## config.mk

```make
export PLATFORM = sky130hd
export DESIGN_NAME = spmhd_hold_update
export DESIGN_NICKNAME = d
export VERILOG_FILES = /design/src/design/assert_macros.svh /design/src/design/spmhd_pkg.sv /design/src/design/spmhd_hold_update.sv
export SDC_FILE = /design/constraint.sdc
export NUM_CORES = 1
export LEC_CHECK = 0
export ABC_AREA = 1
export CAP_MARGIN = 5
export CORE_MARGIN = 4
export CORE_UTILIZATION = 40
export DETAILED_ROUTE_END_ITERATION = 16
export DONT_BUFFER_PORTS = 1
export MAX_ROUTING_LAYER = met4
export SLEW_MARGIN = 40
export SYNTH_ARGS = -nofsm -noshare
export SYNTH_HDL_FRONTEND = slang
export SYNTH_SLANG_ARGS = --single-unit
```

## constraint.sdc

```tcl
create_clock -name vclk -period 25.7
set_input_delay 1.285 -clock vclk [all_inputs]
set_output_delay 1.285 -clock vclk [all_outputs]
set_load 0.05 [all_outputs]
```

## src/design/assert_macros.svh

```systemverilog
// assertion macros shared by the spectrum hold design
// no dependencies; included by files that carry concurrent checks
`ifndef ASSERT_MACROS_SVH
`define ASSERT_MACROS_SVH

// check that is switched off while reset is asserted
`define SPMHD_ASSERT(lbl, clk, rstn, prop, msg) \
    lbl: assert property (@(posedge clk) disable iff (!rstn) prop) \
        else $error(msg);

// check that also holds during reset
`define SPMHD_ASSERT_ALWAYS(lbl, clk, prop, msg) \
    lbl: assert property (@(posedge clk) prop) \
        else $error(msg);

`endif

```

## src/design/spmhd_pkg.sv

```systemverilog
// shared types and constants for the spectrum max-hold trace with decay
// no dependencies; imported by spectrum_max_hold_decay, spmhd_hold_update and the bench
`default_nettype none

package spmhd_pkg;

    // store depth default and register reset values
    localparam int DEFAULT_MAX_BINS = 2048;
    localparam logic [11:0] BINS_RESET = 12'd2048;
    localparam logic signed [15:0] MIN_FLOOR_RESET = -16'sd9000;

    // hold trace limits in hundredths of a dB
    localparam logic signed [15:0] HOLD_FLOOR = -16'sd20000;
    localparam logic signed [15:0] MIN_START = 16'sd20000;
    localparam logic signed [16:0] DECAY_STEP = 17'sd10;

    // divide by ten: q = (a * DIV10_MUL) >> DIV10_SHIFT, exact for a < 2^19
    localparam logic [18:0] DIV10_MUL = 19'd419431;
    localparam int DIV10_SHIFT = 22;

    // configuration register indexes
    localparam int CFG_IDX_W = 8;
    localparam logic [CFG_IDX_W-1:0] REG_BINS_IN_USE = 8'd0;
    localparam logic [CFG_IDX_W-1:0] REG_MIN_FLOOR = 8'd1;

    // action codes
    localparam logic ACT_SAMPLE = 1'b0;
    localparam logic ACT_CLEAR = 1'b1;

    typedef struct packed {
        logic action;
        logic signed [15:0] power;
    } in_item_t;

    typedef struct packed {
        logic signed [15:0] held;
        logic [10:0] bin_index;
        logic frame_last;
        logic signed [15:0] peak_power;
        logic [10:0] peak_index;
        logic signed [15:0] min_power;
    } out_item_t;

endpackage

`default_nettype wire

```

## src/design/spmhd_hold_update.sv

```systemverilog
// per-bin held value update: slow rise toward a new peak or linear decay
// depends on spmhd_pkg
`default_nettype none

module spmhd_hold_update (
    input  wire logic signed [15:0] held_old,
    input  wire logic signed [15:0] power,
    output logic signed [15:0]      held_new
);
    import spmhd_pkg::*;

    logic signed [19:0] sum;
    logic [19:0]        mag;
    logic [37:0]        prod;
    logic [15:0]        quo;
    logic signed [15:0] rise;
    logic signed [16:0] dec;
    logic signed [15:0] fall;

    // rise: (9*h + p) / 10, truncated toward zero
    always_comb begin
        sum = (20'(held_old) <<< 3) + 20'(held_old) + 20'(power);
        mag = sum[19] ? 20'(-sum) : 20'(sum);
        prod = mag[18:0] * DIV10_MUL;
        quo = prod[DIV10_SHIFT+15:DIV10_SHIFT];
        rise = sum[19] ? -$signed(quo) : $signed(quo);
    end

    // fall: drop by the decay step, saturate at the floor
    always_comb begin
        dec = 17'(held_old) - DECAY_STEP;
        fall = (dec < 17'(HOLD_FLOOR)) ? HOLD_FLOOR : dec[15:0];
    end

    assign held_new = (power > held_old) ? rise : fall;

endmodule

`default_nettype wire

```

After elaboration in Yosys (flattened, before gate mapping):

Cells that the tools add are included.
Widths: inputs -> output; s select.

* register bits: 0
* input port bits: 32

* add/subtract/negate cells: 5
* muxes and demuxes: 4
* magnitude comparators: 2
* multipliers: 1

Operators by type and width (count)
* $mux 16: 3
* $mul 19x19->38 const B: 1
* $add 19x16->20: 1
* $add 20x16->20: 1
* $mux 19: 1
* $neg 19->19: 1
* $lt 17x16->1 const B: 1
* $sub 16x5->17 const B: 1
* $gt 16x16->1: 1
* $neg 16->16: 1

Depth between registers and ports, before layout:

* word-level depth: 8
* gate-level depth with buffers: 56
* gate-level depth less buffers: 56

Least setup slack after synthesis:

Ideal clock, no wire load.

* path type: input port to output port
* start: input held_old[11]
* end: output held_new[6]
* stages on the path: 44
* data arrival time: 9.959 ns
* slack: 14.456 ns
* cell sequence: inv_1 > fa_1 > inv_1 > ha_1 > nand2_1 > inv_2 > nand2_1 > a21oi_1 > nor2_1 > nand2_2 > nand2_4 > nand2_4 > inv_1 > buf_2 > buf_1 > nand2_1 > xor2_1 > ha_1 > [... 8 more ...] > inv_1 > ha_1 > nand2_1 > nor2_1 > inv_1 > nor2_1 > a221oi_1 > nand2_1 > nand2_1 > nand2_2 > ha_1 > inv_1 > nor2_1 > nand3_1 > nand2_1 > nand3_1 > nand2_1 > o21ai_0

* word-level cells in the longest chain between the ends: 8
* elaborated cells between the ends (all ways): 12
* those cells by class: add/sub: 5; mul: 1; order compare: 2; mux: 4

Ends and longest elaborated chain
* from (decl): line spmhd_hold_update.sv:6 `input wire logic signed [15:0] held_old,`
* $add 19x16->20: line spmhd_hold_update.sv:22 `sum = (20'(held_old) <<< 3) + 20'(held_old) + 20'(power);`
* $add 20x16->20: line spmhd_hold_update.sv:22
* $neg 19->19: line spmhd_hold_update.sv:23 `mag = sum[19] ? 20'(-sum) : 20'(sum);`
* $mux 19: line spmhd_hold_update.sv:23
* $mul 19x19->38: line spmhd_hold_update.sv:24 `prod = mag[18:0] * DIV10_MUL;`
* $neg 16->16: line spmhd_hold_update.sv:26 `rise = sum[19] ? -$signed(quo) : $signed(quo);`
* $mux 16: line spmhd_hold_update.sv:26
* $mux 16 *: line spmhd_hold_update.sv:35 `assign held_new = (power > held_old) ? rise : fall;`
* to (decl): line spmhd_hold_update.sv:8 `output logic signed [15:0] held_new`

Mark *: on every way between the ends. The rest lies on a longest branch, timed or not.

Worst setup path after layout:

* start: input held_old[7]
* end: output held_new[12]

The elaborated chain is that of the path after synthesis.

==> results_dict.tcl <==
set metrics [dict create \
    status "finished clean" \
    synthTopCellsByArea "fa_1, ha_1, inv_1" \
    die_x_um 169 \
    die_area_sq_um 28600 \
    clock_buffers 0 \
    critPathMaxStageDelay_ns 0.56 \
    syn_inst 1429 \
    grt_overflow 0 \
    final_cells 1754 \
    grt_pass1_wl_mm 47.7 \
    fillCellCount 2670 \
    ys_seq_area_share_pct 0 \
    cp_slowest_cell "fa_1" \
    antenna_found_initial 1 \
    fin_crit_ns 12.19 \
    cp_max_fo 5 \
    yosysWarnings 0 \
    netlist.area_leader.share_pct 28.2 \
    drive_gt1_share_pct 3.94 \
    max_slew.worst_pin.slew_ns 0.889 \
    die_h_um 169 \
    critical_path.startpoint_type "input port" \
    grt_usage_pct 21.5 \
    gp_congestion 0.996 \
    grt_max_degree 35 \
    num_rows 58 \
    route.vias.total 8806 \
    ff_latch_area_sq_um 0 \
    grt_pass1_vias 9153 \
    floorplan.initialDensity_pct 41.0 \
    drv_cap 0 \
    viasPerCell 5.02 \
    max_slew_margin_pct 40.3 \
    worstPathArrival_ns 10.90 \
    synthDistinctLibCells 47 \
    final_max_slew_viol_count 0 \
    coreArea_sq_um 25300 \
    postRouteWirelength_mm 29.6 \
    hold_class "input port to output pin" \
    hold_depth 1 \
    post-route-period-util_pct 47.4 \
    avgSynthCellArea_sq_um 7.26 \
    cts_resized 0 \
    cp_data_required_time_ns 24.41 \
    drt-initial-drc-count 389 \
    critPathLaunch "held_old[7]" \
    crit_end "held_new[12]" \
    crit_type "input port to output pin" \
    place_inst 1753 \
    area_delta_synth_final_pct 4.18 \
    multi_input_area_sq_um 8930 \
    post-cts-setup-buffers 0 \
    seq_cell_count 0 \
    fin_tns_setup_ns 0 \
    rsz0062_at_grt "no" \
    setup_viol 0 \
    clock.fmax_ghz 0.0821 \
    crit_path_end_kind "output pin" \
    cpMostUsedCell "nand2_1" \
    num_io_pins 48 \
    synth_nets 1803 \
    postRouteAntennaNets 0 \
    cts_hold_buf 0 \
    yosysTopAreaCell "fa_1" \
    nNetsFinal 1799 \
    port_buffers 0 \
    wl_per_cell_um 16.9 \
    synth_area_sq_um 10400 \
    hold_violations 0 \
    hpwl_mm 27.7 \
    first_pass_iters 7 \
    drc 0 \
]
## final cells by class
| class | count | share of cell area [%] |
|---|---|---|
| Antenna cell | 1 | 0.0231 |
| Tap cell | 330 | 3.82 |
| Multi-Input combinational cell | 1031 | 82.6 |
| Inverter | 392 | 13.6 |
## cells in the final DEF, fill, tap and decap left out, types with 2 or more instances in the layout
master | synthesis | layout
o21ai_1 | 5 | 5
a31oi_1 | 12 | 11
xor2_2 | 2 | 2
a21oi_1 | 63 | 63
nand3b_1 | 5 | 5
nand2_1 | 248 | 248
o21ai_2 | 2 | 7
nand2_2 | 13 | 13
nand4_1 | 7 | 7
xnor2_1 | 14 | 14
nor3_2 | 2 | 2
or2_2 | 2 | 2
inv_2 | 6 | 7
o21bai_1 | 3 | 3
and2_1 | 2 | 2
nand3_2 | 6 | 6
a21o_1 | 2 | 2
o221ai_1 | 2 | 2
nor3_1 | 14 | 14
ha_1 | 196 | 196
o22ai_2 | 0 | 3
fa_1 | 146 | 146
o211ai_1 | 3 | 3
nand3_1 | 53 | 53
or2_1 | 6 | 6
a221oi_1 | 2 | 2
nor4_1 | 8 | 8
xor2_1 | 43 | 43
inv_1 | 386 | 385
nor2_2 | 5 | 5
a211oi_1 | 2 | 2
o21a_1 | 9 | 9
nor2_1 | 96 | 96
o21ai_0 | 42 | 37
nand2_4 | 4 | 4
## worst min-delay path by stage
stage | end | slack (ns) | from
after floorplan | held_new[7] | 2.92 | held_old[7]
after global placement | held_new[1] | 2.92 | held_old[1]
after detailed placement | held_new[1] | 2.75 | held_old[1]
after CTS | held_new[1] | 2.75 | held_old[1]
after global routing | held_new[1] | 2.75 | held_old[1]
final | held_new[1] | 2.75 | held_old[1]
## worst max-delay path: cells and delay by family
| family | cells | cell delay [ns] |
|---|---|---|
| buffers and inverters | 9 | 0.61 |
| adder cells (fa/ha/maj) | 9 | 4.31 |
| AND/OR/NAND/NOR | 20 | 2.53 |
| AO/OA/AOI/OAI | 6 | 1.51 |
| XOR/XNOR | 2 | 0.64 |
## Yosys cell counts, types with 3 or more instances
cell and number:
o21a_1 9, o21bai_1 3, nor4_1 8, nor2_1 96, o211ai_1 3, nand2_2 13, nor3_1 14, ha_1 196
xor2_1 43, or2_1 6, a31oi_1 12, o21ai_0 42, nand2_4 4, xnor2_1 14, inv_1 386, nor2_2 5
nand3_2 6, o21ai_1 5, inv_2 6, nand3b_1 5, a21oi_1 63, nand3_1 53, fa_1 146, nand2_1 248
nand4_1 7, o22ai_1 3
## through the flow
| step | setup slack (ns) | utilization, % | area (sq um) | hold WS, ns |
|---|---|---|---|---|
| after floorplan | 14.46 | - | 10400 | 2.92 |
| after global placement | 13.03 | 42.5 | 10800 | 2.92 |
| after detailed placement | 13.62 | 42.7 | 10800 | 2.75 |
| after CTS | 13.57 | 42.7 | 10800 | 2.75 |
| after global routing | 12.83 | 42.7 | 10800 | 2.75 |
| final | 13.51 | 42.7 | 10800 | 2.75 |
## cell families (layout without fill, tap and decap cells)
group                      count (synthesis)  count (layout)  share of synthesized area [%]
xor gates and xnor gates                  59              59                           5.12
AOI/OAI and AO/OA                        156             156                           8.62
buffers and inverters                    398             392                           14.4
adders and majority gates                342             342                           51.8
other                                      0               1                              0
and+or+nand+nor                          474             474                           20.1
## metal layers
metal,up-vias,global-route usage [%],share of wire (%)
met5,-,-,0
met4,0,4.24,2.5
met3,39,2.06,4.6
met2,207,37.2,49
met1,4169,27.7,44
li1,4391,-,-
Power is left out: the tool's default activity adds up to more than one toggle a clock period on the data nets, which glitch-free logic cannot reach.
